[config.mk]
export PLATFORM = sky130hd
export DESIGN_NAME = dirty_region_coalescer_core
export DESIGN_NICKNAME = d
export VERILOG_FILES = /design/src/design/drc_pkg.sv /design/src/design/dirty_region_coalescer_core.sv /design/src/design/drc_rem_unit.sv
export SDC_FILE = /design/constraint.sdc
export NUM_CORES = 2
export LEC_CHECK = 0
export ABC_AREA = 1
export BUFFER_PORTS_ARGS = -buffer_cell sky130_fd_sc_hd__buf_2
export CORE_MARGIN = 3
export CORE_UTILIZATION = 60
export CTS_CLUSTER_DIAMETER = 40
export DETAILED_ROUTE_END_ITERATION = 10
export PLACE_DENSITY = 0.74
export REMOVE_ABC_BUFFERS = 1
export SLEW_MARGIN = 20
export SYNTH_ARGS = -nofsm -noshare
export SYNTH_HDL_FRONTEND = slang
export SYNTH_SLANG_ARGS = --single-unit
[constraint.sdc]
create_clock -name clock -period 21.8 [get_ports clock]
set_clock_uncertainty 0.1 [all_clocks]
set_input_delay 3.27 -clock clock [delete_from_list [all_inputs] [get_ports clock]]
set_output_delay 3.27 -clock clock [all_outputs]
set_load 0.05 [all_outputs]
[src/design/drc_pkg.sv]
// shared types, constants and codes for the dirty region coalescer
// no dependencies
`timescale 1ns / 1ps
`default_nettype none
package drc_pkg;

   localparam int MaxRanges    = 16;
   localparam int IdxW         = $clog2(MaxRanges);
   localparam int CntW         = $clog2(MaxRanges + 1);
   localparam int NoBlockAlign = 4;

   localparam logic [1:0] ST_OK       = 2'd0;
   localparam logic [1:0] ST_BOUNDS   = 2'd1;
   localparam logic [1:0] ST_DENIED   = 2'd2;
   localparam logic [1:0] ST_FULL     = 2'd3;

   localparam logic OP_MARK  = 1'b0;
   localparam logic OP_DRAIN = 1'b1;

   localparam logic [2:0] REG_TEX_WIDTH  = 3'd0;
   localparam logic [2:0] REG_TEX_HEIGHT = 3'd1;
   localparam logic [2:0] REG_TEX_DEPTH  = 3'd2;
   localparam logic [2:0] REG_CPU_BACKED = 3'd3;
   localparam logic [2:0] REG_ALIGN_X    = 3'd4;
   localparam logic [2:0] REG_ALIGN_Y    = 3'd5;
   localparam logic [2:0] REG_STAGED     = 3'd6;

   typedef struct packed {
      logic        operation;
      logic [15:0] box_x;
      logic [15:0] box_y;
      logic [15:0] box_z;
      logic [15:0] box_w;
      logic [15:0] box_h;
      logic [15:0] box_d;
   } req_type;

   typedef struct packed {
      logic [1:0]  status;
      logic        notify_device;
      logic        entry_valid;
      logic [15:0] out_start_x;
      logic [15:0] out_start_y;
      logic [15:0] out_start_z;
      logic [15:0] out_end_x;
      logic [15:0] out_end_y;
      logic [15:0] out_end_z;
      logic        full_copy;
      logic [4:0]  entry_count;
      logic        last;
   } rsp_type;

   typedef struct packed {
      logic [15:0] x;
      logic [15:0] y;
      logic [15:0] z;
   } vec3_type;

   typedef struct packed {
      vec3_type s;
      vec3_type e;
   } box_type;

   typedef struct packed {
      logic        start;
      logic [16:0] dividend;
      logic [3:0]  divisor;
   } rem_req_type;

   typedef struct packed {
      logic       done;
      logic [3:0] rem;
   } rem_rsp_type;

endpackage
`default_nettype wire

[src/design/dirty_region_coalescer_core.sv]
// A mark that passes the checks runs four block alignments, one after another, in the
// shared remainder unit, then scans the stored ranges, and closes the gap each time
// an older overlapping range is folded in. A drain gives one transfer per entry,
// each held until the receiver takes it. The block takes no new
// item until the last result of the current one has been transferred. Config
// writes are always taken and must only be made while the block is idle.
// depends on drc_pkg and drc_rem_unit
`timescale 1ns / 1ps
`default_nettype none
module dirty_region_coalescer_core
   import drc_pkg::*;
(
   input  wire logic        clock,
   input  wire logic        reset,
   input  wire logic        req_valid,
   output logic             req_ready,
   input  wire req_type     req_data,
   output logic             rsp_valid,
   input  wire logic        rsp_ready,
   output rsp_type          rsp_data,
   input  wire logic        csr_valid,
   output logic             csr_ready,
   input  wire logic [2:0]  csr_index,
   input  wire logic [15:0] csr_data
);
   localparam logic [3:0] S_IDLE = 4'd0, S_CHECK = 4'd1, S_DIV = 4'd2, S_DIVW = 4'd3,
      S_CLASS = 4'd4, S_SCAN = 4'd5, S_SHIFT = 4'd6, S_APPEND = 4'd7,
      S_FINISH = 4'd8, S_DRAIN = 4'd9, S_WAIT = 4'd10;

   logic [3:0]  state_ff, state_in;
   logic [15:0] tw_ff, th_ff, td_ff;
   logic        cpu_ff, staged_ff;
   logic [3:0]  bx_ff, by_ff;

   logic        op_ff, op_in;
   vec3_type    p_ff, p_in, s_ff, s_in, lo_ff, lo_in, hi_ff, hi_in;
   logic [16:0] upx_ff, upx_in, upy_ff, upy_in;
   logic [1:0]  dop_ff, dop_in;
   logic        allzero_ff, allzero_in;

   box_type     mem_ff [MaxRanges];
   logic        we;
   logic [IdxW-1:0] wa;
   box_type     wd;
   logic [IdxW-1:0] ra;
   box_type     rd;

   logic [CntW-1:0] cnt_ff, cnt_in;
   logic        pend_ff, pend_in, full_ff, full_in, first_ff, first_in;
   logic [IdxW-1:0] scan_ff, scan_in, k_ff, k_in, match_ff, match_in;
   logic        matched_ff, matched_in;
   box_type     acc_ff, acc_in;
   logic [1:0]  status_ff, status_in;
   rsp_type     rsp_ff, rsp_in;
   logic        rsp_valid_ff, rsp_valid_in;

   rem_req_type rreq;
   rem_rsp_type rrsp;

   drc_rem_unit u_rem (.clock(clock), .reset(reset), .req(rreq), .rsp(rrsp));

   // alignment per axis
   logic        blk;
   logic [3:0]  ax, ay;
   logic [16:0] vx, vy, upz;
   logic [16:0] ex_p, ey_p, ez_p;
   assign blk = (bx_ff > 4'd1) || (by_ff > 4'd1);
   assign ax  = blk ? ((bx_ff == 4'd0) ? 4'd1 : bx_ff) : 4'(NoBlockAlign);
   assign ay  = blk ? ((by_ff == 4'd0) ? 4'd1 : by_ff) : 4'(NoBlockAlign);
   assign ex_p = {1'b0, p_ff.x} + {1'b0, s_ff.x};
   assign ey_p = {1'b0, p_ff.y} + {1'b0, s_ff.y};
   assign ez_p = {1'b0, p_ff.z} + {1'b0, s_ff.z};
   assign vx  = ex_p + 17'(ax) - 17'd1;
   assign vy  = ey_p + 17'(ay) - 17'd1;
   assign upz = (ez_p + 17'(NoBlockAlign - 1)) & ~17'(NoBlockAlign - 1);

   // bounds and permission on the raw request
   logic bounds_bad, allowed;
   assign bounds_bad = (p_ff.x >= tw_ff) || (ex_p > {1'b0, tw_ff})
                    || (p_ff.y >= th_ff) || (ey_p > {1'b0, th_ff})
                    || (p_ff.z >= td_ff) || (ez_p > {1'b0, td_ff});
   assign allowed = cpu_ff || (first_ff && allzero_ff && staged_ff);

   // merge bounds of the new box, block aligned only when a block format is set
   logic [16:0] rex, rey;
   vec3_type    rs;
   assign rs.x = blk ? lo_ff.x : p_ff.x;
   assign rs.y = blk ? lo_ff.y : p_ff.y;
   assign rs.z = p_ff.z;
   assign rex  = blk ? upx_ff : ex_p;
   assign rey  = blk ? upy_ff : ey_p;

   function automatic logic [15:0] min16(input logic [15:0] a, input logic [15:0] b);
      min16 = (a < b) ? a : b;
   endfunction
   function automatic logic [15:0] maxsat(input logic [15:0] a, input logic [16:0] b);
      logic [16:0] m;
      m = ({1'b0, a} > b) ? {1'b0, a} : b;
      maxsat = m[16] ? 16'hFFFF : m[15:0];
   endfunction

   logic    ov;
   box_type first_box, fold_box;
   assign rd = mem_ff[ra];
   assign ov = (hi_ff.x >= rd.s.x) && (lo_ff.x <= rd.e.x)
            && (hi_ff.y >= rd.s.y) && (lo_ff.y <= rd.e.y)
            && (hi_ff.z >= rd.s.z) && (lo_ff.z <= rd.e.z);
   always_comb begin
      first_box.s.x = min16(rd.s.x, rs.x);
      first_box.s.y = min16(rd.s.y, rs.y);
      first_box.s.z = min16(rd.s.z, rs.z);
      first_box.e.x = maxsat(rd.e.x, rex);
      first_box.e.y = maxsat(rd.e.y, rey);
      first_box.e.z = maxsat(rd.e.z, ez_p);
      fold_box.s.x  = min16(rd.s.x, acc_ff.s.x);
      fold_box.s.y  = min16(rd.s.y, acc_ff.s.y);
      fold_box.s.z  = min16(rd.s.z, acc_ff.s.z);
      fold_box.e.x  = maxsat(rd.e.x, {1'b0, acc_ff.e.x});
      fold_box.e.y  = maxsat(rd.e.y, {1'b0, acc_ff.e.y});
      fold_box.e.z  = maxsat(rd.e.z, {1'b0, acc_ff.e.z});
   end

   logic [CntW-1:0] k_next;
   assign k_next = CntW'(k_ff) + CntW'(1);
   assign ra = (state_ff == S_SHIFT) ? k_next[IdxW-1:0] : scan_ff;

   always_comb begin
      state_in     = state_ff;
      op_in        = op_ff;
      p_in         = p_ff;
      s_in         = s_ff;
      lo_in        = lo_ff;
      hi_in        = hi_ff;
      upx_in       = upx_ff;
      upy_in       = upy_ff;
      dop_in       = dop_ff;
      allzero_in   = allzero_ff;
      cnt_in       = cnt_ff;
      pend_in      = pend_ff;
      full_in      = full_ff;
      first_in     = first_ff;
      scan_in      = scan_ff;
      k_in         = k_ff;
      match_in     = match_ff;
      matched_in   = matched_ff;
      acc_in       = acc_ff;
      status_in    = status_ff;
      rsp_in       = rsp_ff;
      rsp_valid_in = rsp_valid_ff;
      we           = 1'b0;
      wa           = scan_ff;
      wd           = first_box;
      rreq.start    = 1'b0;
      rreq.dividend = {1'b0, p_ff.x};
      rreq.divisor  = ax;
      unique case (dop_ff)
         2'd0: begin rreq.dividend = {1'b0, p_ff.x}; rreq.divisor = ax; end
         2'd1: begin rreq.dividend = vx;             rreq.divisor = ax; end
         2'd2: begin rreq.dividend = {1'b0, p_ff.y}; rreq.divisor = ay; end
         default: begin rreq.dividend = vy;          rreq.divisor = ay; end
      endcase

      unique case (state_ff)
         S_IDLE: begin
            if (req_valid) begin
               op_in      = req_data.operation;
               p_in       = '{req_data.box_x, req_data.box_y, req_data.box_z};
               s_in       = '{req_data.box_w, req_data.box_h, req_data.box_d};
               allzero_in = ({req_data.box_x, req_data.box_y, req_data.box_z,
                              req_data.box_w, req_data.box_h, req_data.box_d} == '0);
               scan_in    = '0;
               state_in   = (req_data.operation == OP_DRAIN) ? S_DRAIN : S_CHECK;
            end
         end
         S_CHECK: begin
            rsp_in = '0;
            rsp_in.full_copy   = full_ff;
            rsp_in.entry_count = 5'(cnt_ff);
            rsp_in.last        = 1'b1;
            if (bounds_bad) begin
               rsp_in.status = ST_BOUNDS;
               rsp_valid_in  = 1'b1;
               state_in      = S_WAIT;
            end else if (full_ff) begin
               rsp_in.status = ST_OK;
               rsp_valid_in  = 1'b1;
               state_in      = S_WAIT;
            end else if (!allowed) begin
               rsp_in.status = ST_DENIED;
               rsp_valid_in  = 1'b1;
               state_in      = S_WAIT;
            end else begin
               // zero size runs to the texture edge
               if (s_ff.x == '0) s_in.x = tw_ff - p_ff.x;
               if (s_ff.y == '0) s_in.y = th_ff - p_ff.y;
               if (s_ff.z == '0) s_in.z = td_ff - p_ff.z;
               status_in = ST_OK;
               dop_in    = 2'd0;
               state_in  = S_DIV;
            end
         end
         S_DIV: begin
            rreq.start = 1'b1;
            state_in   = S_DIVW;
         end
         S_DIVW: begin
            if (rrsp.done) begin
               unique case (dop_ff)
                  2'd0: lo_in.x = p_ff.x - 16'(rrsp.rem);
                  2'd1: upx_in  = vx - 17'(rrsp.rem);
                  2'd2: lo_in.y = p_ff.y - 16'(rrsp.rem);
                  default: upy_in = vy - 17'(rrsp.rem);
               endcase
               dop_in   = dop_ff + 2'd1;
               state_in = (dop_ff == 2'd3) ? S_CLASS : S_DIV;
            end
         end
         S_CLASS: begin
            lo_in.z = {p_ff.z[15:2], 2'b00};
            hi_in.x = (upx_ff > {1'b0, tw_ff}) ? tw_ff : upx_ff[15:0];
            hi_in.y = (upy_ff > {1'b0, th_ff}) ? th_ff : upy_ff[15:0];
            hi_in.z = (upz > {1'b0, td_ff}) ? td_ff : upz[15:0];
            matched_in = 1'b0;
            if (lo_ff.x == '0 && lo_ff.y == '0 && p_ff.z[15:2] == '0
                && hi_in.x == tw_ff && hi_in.y == th_ff && hi_in.z == td_ff) begin
               cnt_in   = '0;
               full_in  = 1'b1;
               state_in = S_APPEND;
            end else if (pend_ff && cnt_ff != '0) begin
               scan_in  = IdxW'(cnt_ff - CntW'(1));
               state_in = S_SCAN;
            end else begin
               state_in = S_APPEND;
            end
         end
         S_SCAN: begin
            if (ov && matched_ff) begin
               // fold the newer merged range into this one and close its slot
               we       = 1'b1;
               wd       = fold_box;
               acc_in   = fold_box;
               k_in     = match_ff;
               match_in = scan_ff;
               state_in = S_SHIFT;
            end else begin
               if (ov) begin
                  we         = 1'b1;
                  wd         = first_box;
                  acc_in     = first_box;
                  match_in   = scan_ff;
                  matched_in = 1'b1;
               end
               if (scan_ff == '0) begin
                  state_in = (ov || matched_ff) ? S_FINISH : S_APPEND;
               end else begin
                  scan_in = scan_ff - IdxW'(1);
               end
            end
         end
         S_SHIFT: begin
            if (k_next < cnt_ff) begin
               we   = 1'b1;
               wa   = k_ff;
               wd   = rd;
               k_in = k_next[IdxW-1:0];
            end else begin
               cnt_in = cnt_ff - CntW'(1);
               if (scan_ff == '0) begin
                  state_in = S_FINISH;
               end else begin
                  scan_in  = scan_ff - IdxW'(1);
                  state_in = S_SCAN;
               end
            end
         end
         S_APPEND: begin
            if (cnt_ff >= CntW'(MaxRanges)) begin
               status_in = ST_FULL;
            end else begin
               we     = 1'b1;
               wa     = cnt_ff[IdxW-1:0];
               wd.s   = p_ff;
               wd.e   = '{ex_p[15:0], ey_p[15:0], ez_p[15:0]};
               cnt_in = cnt_ff + CntW'(1);
            end
            state_in = S_FINISH;
         end
         S_FINISH: begin
            rsp_in = '0;
            rsp_in.status        = status_ff;
            rsp_in.notify_device = (status_ff == ST_OK) && !pend_ff;
            rsp_in.full_copy     = full_ff;
            rsp_in.entry_count   = 5'(cnt_ff);
            rsp_in.last          = 1'b1;
            if (status_ff == ST_OK) pend_in = 1'b1;
            rsp_valid_in = 1'b1;
            state_in     = S_WAIT;
         end
         S_DRAIN: begin
            rsp_in = '0;
            rsp_in.status      = ST_OK;
            rsp_in.full_copy   = full_ff;
            rsp_in.entry_count = 5'(cnt_ff);
            if (cnt_ff == '0) begin
               rsp_in.last = 1'b1;
            end else begin
               rsp_in.entry_valid = 1'b1;
               rsp_in.out_start_x = rd.s.x;
               rsp_in.out_start_y = rd.s.y;
               rsp_in.out_start_z = rd.s.z;
               rsp_in.out_end_x   = rd.e.x;
               rsp_in.out_end_y   = rd.e.y;
               rsp_in.out_end_z   = rd.e.z;
               rsp_in.last        = (CntW'(scan_ff) == cnt_ff - CntW'(1));
            end
            rsp_valid_in = 1'b1;
            state_in     = S_WAIT;
         end
         S_WAIT: begin
            if (rsp_ready) begin
               rsp_valid_in = 1'b0;
               if (!rsp_ff.last) begin
                  scan_in  = scan_ff + IdxW'(1);
                  state_in = S_DRAIN;
               end else begin
                  if (op_ff == OP_DRAIN) begin
                     cnt_in   = '0;
                     pend_in  = 1'b0;
                     full_in  = 1'b0;
                     first_in = 1'b0;
                  end
                  state_in = S_IDLE;
               end
            end
         end
         default: state_in = S_IDLE;
      endcase
   end

   always_ff @(posedge clock) begin
      if (reset) begin
         state_ff     <= S_IDLE;
         cnt_ff       <= '0;
         pend_ff      <= 1'b0;
         full_ff      <= 1'b0;
         first_ff     <= 1'b1;
         rsp_valid_ff <= 1'b0;
         tw_ff        <= 16'd1;
         th_ff        <= 16'd1;
         td_ff        <= 16'd1;
         cpu_ff       <= 1'b0;
         bx_ff        <= 4'd1;
         by_ff        <= 4'd1;
         staged_ff    <= 1'b1;
      end else begin
         state_ff     <= state_in;
         cnt_ff       <= cnt_in;
         pend_ff      <= pend_in;
         full_ff      <= full_in;
         first_ff     <= first_in;
         rsp_valid_ff <= rsp_valid_in;
         if (csr_valid) begin
            unique case (csr_index)
               REG_TEX_WIDTH:  tw_ff     <= csr_data;
               REG_TEX_HEIGHT: th_ff     <= csr_data;
               REG_TEX_DEPTH:  td_ff     <= csr_data;
               REG_CPU_BACKED: cpu_ff    <= csr_data[0];
               REG_ALIGN_X:    bx_ff     <= csr_data[3:0];
               REG_ALIGN_Y:    by_ff     <= csr_data[3:0];
               REG_STAGED:     staged_ff <= csr_data[0];
               default: ;
            endcase
         end
      end
      op_ff      <= op_in;
      p_ff       <= p_in;
      s_ff       <= s_in;
      lo_ff      <= lo_in;
      hi_ff      <= hi_in;
      upx_ff     <= upx_in;
      upy_ff     <= upy_in;
      dop_ff     <= dop_in;
      allzero_ff <= allzero_in;
      scan_ff    <= scan_in;
      k_ff       <= k_in;
      match_ff   <= match_in;
      matched_ff <= matched_in;
      acc_ff     <= acc_in;
      status_ff  <= status_in;
      rsp_ff     <= rsp_in;
      if (we) mem_ff[wa] <= wd;
   end

   assign req_ready = (state_ff == S_IDLE);
   assign rsp_valid = rsp_valid_ff;
   assign rsp_data  = rsp_ff;
   assign csr_ready = 1'b1;
endmodule
`default_nettype wire

[src/design/drc_rem_unit.sv]
// shared bit-serial remainder unit, one quotient bit per cycle
// depends on drc_pkg
`timescale 1ns / 1ps
`default_nettype none
module drc_rem_unit
   import drc_pkg::*;
(
   input  wire logic        clock,
   input  wire logic        reset,
   input  wire rem_req_type req,
   output rem_rsp_type      rsp
);
   logic [16:0] dvd_ff, dvd_in;
   logic [3:0]  rem_ff, rem_in;
   logic [3:0]  div_ff, div_in;
   logic [4:0]  cnt_ff, cnt_in;
   logic        busy_ff, busy_in;
   logic        done_ff, done_in;
   logic [4:0]  trial;

   always_comb begin
      dvd_in  = dvd_ff;
      rem_in  = rem_ff;
      div_in  = div_ff;
      cnt_in  = cnt_ff;
      busy_in = busy_ff;
      done_in = 1'b0;
      trial   = {rem_ff, dvd_ff[16]};
      if (req.start) begin
         dvd_in  = req.dividend;
         rem_in  = '0;
         div_in  = req.divisor;
         cnt_in  = 5'd17;
         busy_in = 1'b1;
      end else if (busy_ff) begin
         if (trial >= {1'b0, div_ff}) begin
            rem_in = 4'(trial - {1'b0, div_ff});
         end else begin
            rem_in = trial[3:0];
         end
         dvd_in = {dvd_ff[15:0], 1'b0};
         cnt_in = cnt_ff - 5'd1;
         if (cnt_ff == 5'd1) begin
            busy_in = 1'b0;
            done_in = 1'b1;
         end
      end
   end

   always_ff @(posedge clock) begin
      if (reset) begin
         busy_ff <= 1'b0;
         done_ff <= 1'b0;
         cnt_ff  <= '0;
      end else begin
         busy_ff <= busy_in;
         done_ff <= done_in;
         cnt_ff  <= cnt_in;
      end
      dvd_ff <= dvd_in;
      rem_ff <= rem_in;
      div_ff <= div_in;
   end

   assign rsp.done = done_ff;
   assign rsp.rem  = rem_ff;
endmodule
`default_nettype wire

Word-level counts from Yosys, hierarchy flattened --
Memory sizes are Yosys's and may differ from the RTL's. Cells that the tools add are included.
Cells by class: bitwise logic cells 2, $lt $le $gt $ge 32, add/subtract/negate cells 23, eq/ne operators 49, multiplexer cells 131, reduce and logical (&&, ||, !) cells 84
Operators with widths (count):
- 96-bit two-way mux | 5
- 16-bit two-way mux | 23
- 107-bit one-hot mux with 3 select lines | 1
- 96-bit one-hot mux with 3 select lines | 1
- 48-bit two-way mux | 4
- 4-bit two-way mux | 33
- 17-bit two-way mux | 7
- 17-bit by 16-bit greater-than comparator with 1-bit output | 6
- 97-bit two-way mux | 1
- 16-bit >= comparator | 6
- 96-bit logical NOT | 1
- 16-bit < comparator | 6
- 48-bit one-hot mux with 2 select lines | 1
- 16-bit logical NOT | 5
- 21-bit one-hot mux with 3 select lines | 1
- 16-bit by 16-bit adder with 17-bit output | 3
- 16-bit by 17-bit greater-than comparator with 1-bit output | 3
- 16-bit equality test | 3
- 16-bit greater-than comparator | 3
- 16-bit less-or-equal comparator | 3
- 16-bit subtractor | 3
- 2-bit != test (second input constant) | 21
- 5-bit two-way mux | 8
- 4-bit one-hot mux with 10 select lines | 1
- 61 further kinds | 172
Word-level totals: output and inout bits 110, memories kept 1, logic and storage cells 382, bits in writable memories 1536, bits of input ports 121, register bits 549
Memory list:
- mem_ff | depth 16, width 96, rd ports 1, clocked after Yosys merged registers in 0, write ports 1, RTL line dirty_region_coalescer_core.sv:41 | box_type mem_ff [MaxRanges];

Longest topological paths before layout --
An unclocked memory read counts as a cell.
depth after elaboration 14, mapped depth 42

Modules after synthesis --
A second synthesis with hierarchy kept.
Second synthesis, totals: cells, all modules 10010, area, all modules 105097.0 um^2
Modules (own cells, without submodules):
- dirty_region_coalescer_core | cells each 9838, seq. area each 60908.4 um^2, instances 1, area an instance 103556.8 um^2
- drc_rem_unit | cells each 172, seq. area each 850.8 um^2, instances 1, area an instance 1540.2 um^2

Worst setup path before layout --
Ideal clock, no wire load.
path type reg2reg, start point register k_ff[0], end point memory mem_ff[7][0] (netlist name), enable pin, setup time 552 ps, arrival 8373 ps, slack 12775 ps, stages on the path, launching flop included 32, period minus slack after synthesis 9025 ps, buffers on the path 6, cells stage by stage edfxtp_1 -> ha_1 -> nand2_1 -> o21ai_2 -> inv_2 -> buf_4 -> buf_6 -> buf_4 -> clkbuf_1 -> clkbuf_1 -> o21ai_0 -> o221ai_1 -> nand3_1 -> nand2_2 -> inv_1 -> ha_1 -> nand4_1 -> nor3_1 -> nand2_1 -> o2111ai_1 -> nand3_1 -> nor3_1 -> nand2_1 -> inv_2 -> ha_1 -> clkbuf_1 -> inv_1 -> nor2_1 -> inv_1 -> nand4_4 -> nand2_1 -> nor2_1
On the way: word-level cells in the longest chain between the ends 14, elaborated cells on any way between the ends 24, those cells by class 1 x add/sub; 7 x order compare; 9 x mux; 6 x reduce/logical; 1 x memory
RTL lines:
- start, declared | RTL line dirty_region_coalescer_core.sv:50 | logic [IdxW-1:0] scan_ff, scan_in, k_ff, k_in, match_ff, match_in;
- start signal, assigned | RTL line dirty_region_coalescer_core.sv:385 | k_ff <= k_in;
- 4-bit by 1-bit adder with 5-bit output | RTL line dirty_region_coalescer_core.sv:124 | assign k_next = CntW'(k_ff) + CntW'(1);
- 4-bit two-way mux | RTL line dirty_region_coalescer_core.sv:125 | assign ra = (state_ff == S_SHIFT) ? k_next[IdxW-1:0] : scan_ff;
- memory read 16 x 96 bit
- 16-bit >= comparator / 16-bit less-or-equal comparator (equally long branches) | RTL line dirty_region_coalescer_core.sv:105 | assign ov = (hi_ff.x >= rd.s.x) && (lo_ff.x <= rd.e.x)
- 1-bit logical AND | RTL line dirty_region_coalescer_core.sv:105
- 1-bit logical AND (2 in a row) | RTL line dirty_region_coalescer_core.sv:106 | && (hi_ff.y >= rd.s.y) && (lo_ff.y <= rd.e.y)
- 1-bit logical AND (2 in a row) | RTL line dirty_region_coalescer_core.sv:107 | && (hi_ff.z >= rd.s.z) && (lo_ff.z <= rd.e.z);
- 1-bit two-way mux / 1-bit logical AND (equally long branches) | RTL line dirty_region_coalescer_core.sv:246, dirty_region_coalescer_core.sv:237
- 1-bit two-way mux | RTL line dirty_region_coalescer_core.sv:237 | if (ov && matched_ff) begin
- 1-bit one-hot mux with 3 select lines | RTL line dirty_region_coalescer_core.sv:163 | unique case (state_ff)
- 1-bit two-way mux | RTL line dirty_region_coalescer_core.sv:391 | if (we) mem_ff[wa] <= wd;
- 1-bit two-way mux (implied by the code) | RTL line dirty_region_coalescer_core.sv:391
- end, declared | RTL line dirty_region_coalescer_core.sv:41
Parallel ways exist; a longest one is shown, timed or not.

Worst setup path in the final report --
start point register state_ff[1], end point memory mem_ff[7][52] (netlist name), enable pin
On the way: word-level cells in the longest chain between the ends 14, elaborated cells on any way between the ends 23, those cells by class 6 x order compare; 3 x eq/ne; 7 x mux; 6 x reduce/logical; 1 x memory
RTL lines:
- start, declared | RTL line dirty_region_coalescer_core.sv:30 | logic [3:0] state_ff, state_in;
- start signal, assigned | RTL line dirty_region_coalescer_core.sv:356 | state_ff <= state_in;
- 4-bit by 3-bit equality test with 1-bit output | RTL line dirty_region_coalescer_core.sv:125, dirty_region_coalescer_core.sv:163
- 4-bit two-way mux | RTL line dirty_region_coalescer_core.sv:125
- memory read 16 x 96 bit
- 16-bit >= comparator / 16-bit less-or-equal comparator (equally long branches) | RTL line dirty_region_coalescer_core.sv:105
- 1-bit logical AND | RTL line dirty_region_coalescer_core.sv:105
- 1-bit logical AND (2 in a row) | RTL line dirty_region_coalescer_core.sv:106
- 1-bit logical AND (2 in a row) | RTL line dirty_region_coalescer_core.sv:107
- 1-bit two-way mux / 1-bit logical AND (equally long branches) | RTL line dirty_region_coalescer_core.sv:246, dirty_region_coalescer_core.sv:237
- 1-bit two-way mux | RTL line dirty_region_coalescer_core.sv:237
- 1-bit one-hot mux with 3 select lines | RTL line dirty_region_coalescer_core.sv:163
- 1-bit two-way mux | RTL line dirty_region_coalescer_core.sv:391
- 1-bit two-way mux (implied by the code) | RTL line dirty_region_coalescer_core.sv:391
Parallel ways exist; a longest one is shown, timed or not.

==> results.sh <==
export IMPL_nFillCells=12905
export IMPL_gr_usage_met3=0.0829
export IMPL_top_usage_layer="met2"
export IMPL_synth_edf_count=2002
export IMPL_period_needed_ps=11820
export IMPL_clockBufferDepth=4
export IMPL_cts_sinks=2084
export IMPL_portBuffers=229
export IMPL_clockRootBuffer="clkbuf_16"
export IMPL_post_cts_resized=0
export IMPL_ys_seq_elements=2084
export IMPL_hold_path_class="flop to flop"
export IMPL_yosysWarnings=0
export IMPL_fin_nets=10871
export IMPL_finalHoldViolations=0
export IMPL_ant_nets=0
export IMPL_clock_latency_ps=950
export IMPL_area_growth_pct=11.9
export IMPL_rsz0062_at_grt="no"
export IMPL_met2_usage=0.590
export IMPL_critical_path_required_ps=22230
export IMPL_globalRouteOverflowTotal=0
export IMPL_vias=84095
export IMPL_numCtsBuffers=293
export IMPL_endpoint_kind="flop"
export IMPL_slowest_delay_ps=820
export IMPL_die_area_um2=180000
export IMPL_setup_violations=0
export IMPL_yosys_most_used_dff="edfxtp_1"
export IMPL_htree_levels=5
export IMPL_maxCapViolations=0
export IMPL_die_h_um=425
export IMPL_worst_slew_pin_slew_ps=1350
export IMPL_fmax_mhz=84.6
export IMPL_hpwl_um=232000
export IMPL_async_reset_ff_frac=0
export IMPL_crit_top_cell="nand2_1"
export IMPL_fin_crit_sh=0.542
export IMPL_critPathMaxFanout=231
export IMPL_critPathLaunchType="flop"
export IMPL_antenna_found_initial=23
export IMPL_core_area_um2=174000
export IMPL_grt_use_total=0.389
export IMPL_grt_util_met1=0.511
export IMPL_synth_cell_area_um2=105000
export IMPL_drtIter0Drc=12317
export IMPL_place_congestion=1.05
export IMPL_worst_path_max_delay_cell="nor2_4"
export IMPL_final_common_cell="edfxtp_1"
export IMPL_num_rows=153
export IMPL_tritoncts="yes"
export IMPL_synth_cell_types=72
export IMPL_holdBufCountCts=0
export IMPL_finalMaxSlewViolations=0
export IMPL_clk_pin_slew_ps=50
export IMPL_routed_wl_um=357000
export IMPL_wire_per_inst_um=28.0
export IMPL_cts_setup_buffers=0
export IMPL_floorplan_initialDensity=0.604
export IMPL_status="complete, no violations"
export IMPL_ios=231
export IMPL_first_global_vias=79683
export IMPL_synth_avg_cell_area_um2=10.5
export IMPL_arrival_ps=12250
export IMPL_whs_ps=370
export IMPL_layout_cells_most_common_list="edfxtp_1, nand2_1, nor2_1"
export IMPL_grt_pass1_wl_um=518000
export IMPL_drive_gt1_frac=0.0941
export IMPL_critPathKind="flop to flop"
export IMPL_drc=0
export IMPL_relSlewSlack=0.0999
export IMPL_fp_dieW_um=425
export IMPL_dr_pass1_iters=8
export IMPL_ys_seq_area_frac=0.587
export IMPL_grt_start_max_net_pins=232
export IMPL_syn_inst=10052
export IMPL_post_drt_via_cell_ratio=6.60
-- sequential cells by signal (all words and copies together), names as in the netlist, 2 cells and up --
signal,cells
lo_ff,46
u_rem.div_ff,4
u_rem.dvd_ff,17
k_ff,4
dop_ff,2
s_ff,48
u_rem.rem_ff,4
match_ff,4
upx_ff,17
u_rem.cnt_ff,5
tw_ff,16
hi_ff,48
bx_ff,4
upy_ff,17
mem_ff,1536
p_ff,48
th_ff,16
by_ff,4
state_ff,4
acc_ff,96
td_ff,16
scan_ff,4
rsp_data,107
cnt_ff,5
-- metrics by stage --
stage                      TNS, ps   util  instances  worst slack (ps)  instance area, um2
final                            0  0.676      12740              9980              118000
after global routing             0  0.676      12730              9460              118000
after CTS                        0  0.676      12718             10300              118000
after detailed placement         0  0.621      12217             10310              108000
after global placement           0  0.621      12217             10590              108000
after floorplan           -1799800      -       9549             -3050              103000
-- kinds of logic (layout without fill, tap and decap cells) --
| group | Yosys count | count (layout) | synth area share |
|---|---|---|---|
| adder cells (fa/ha/maj) | 560 | 560 | 0.0676 |
| buffers and inverters | 1304 | 1648 | 0.0516 |
| XOR/XNOR | 156 | 156 | 0.0130 |
| AO/OA/AOI/OAI | 2381 | 2381 | 0.136 |
| other | 1 | 20 | 0.0000357 |
| AND/OR/NAND/NOR | 3566 | 3566 | 0.145 |
| flip-flops | 2084 | 2084 | 0.587 |
-- per-layer routing --
metal / routed length, um / vias up
met5: 134 / -
met4: 26800 / 14
met3: 42000 / 1232
met2: 159000 / 5787
met1: 129000 / 40362
li1: - / 36700
-- worst paths after layout --
kind | start | end | slack [ps] | cells past startpoint
setup / recovery | state_ff[1] | mem_ff[7][52] | 9980 | 29
hold / removal | u_rem.cnt_ff[1] | u_rem.cnt_ff[1] | 370 | 2
setup reg to reg | state_ff[1] | mem_ff[7][52] | 9980 | 29
hold reg to reg | u_rem.cnt_ff[1] | u_rem.cnt_ff[1] | 370 | 2
-- worst max-delay path: cells and delay by family (launching register included) --
family | cells | cell delay (ps)
and+or+nand+nor | 12 | 3540
buffers and inverters | 10 | 4600
adders and majority gates | 2 | 630
DFF | 1 | 520
AOI/OAI and AO/OA | 5 | 1400
-- final cells by class --
cell class	instances	area (um2)	share of cell area
repair buffers	346	2120	0.0180
flip-flops and latches	2084	61800	0.525
well taps	2325	2910	0.0247
clock inverters	169	1900	0.0162
diodes	19	47.5	0.000404
clock buffers	332	7620	0.0647
multi-input cells	6664	38200	0.325
inverters	801	3100	0.0263
-- synth_stat cells, types with 113 or more instances --
library cell / number / area share
inv_1: 762 / 0.027
ha_1: 546 / 0.065
o221ai_1: 271 / 0.023
edfxtp_1: 2002 / 0.57
o21ai_0: 1109 / 0.053
nor2_1: 1150 / 0.041
xor2_1: 116 / 0.0097
nand2_1: 1369 / 0.049
nand3_1: 663 / 0.032
o22ai_1: 132 / 0.0079
clkbuf_1: 297 / 0.011
o211ai_1: 154 / 0.011
a21oi_1: 401 / 0.019
buf_2: 113 / 0.0054
Power is not shown: default switching activity piles up to over one toggle a cycle in this logic, so the estimate is an artifact.
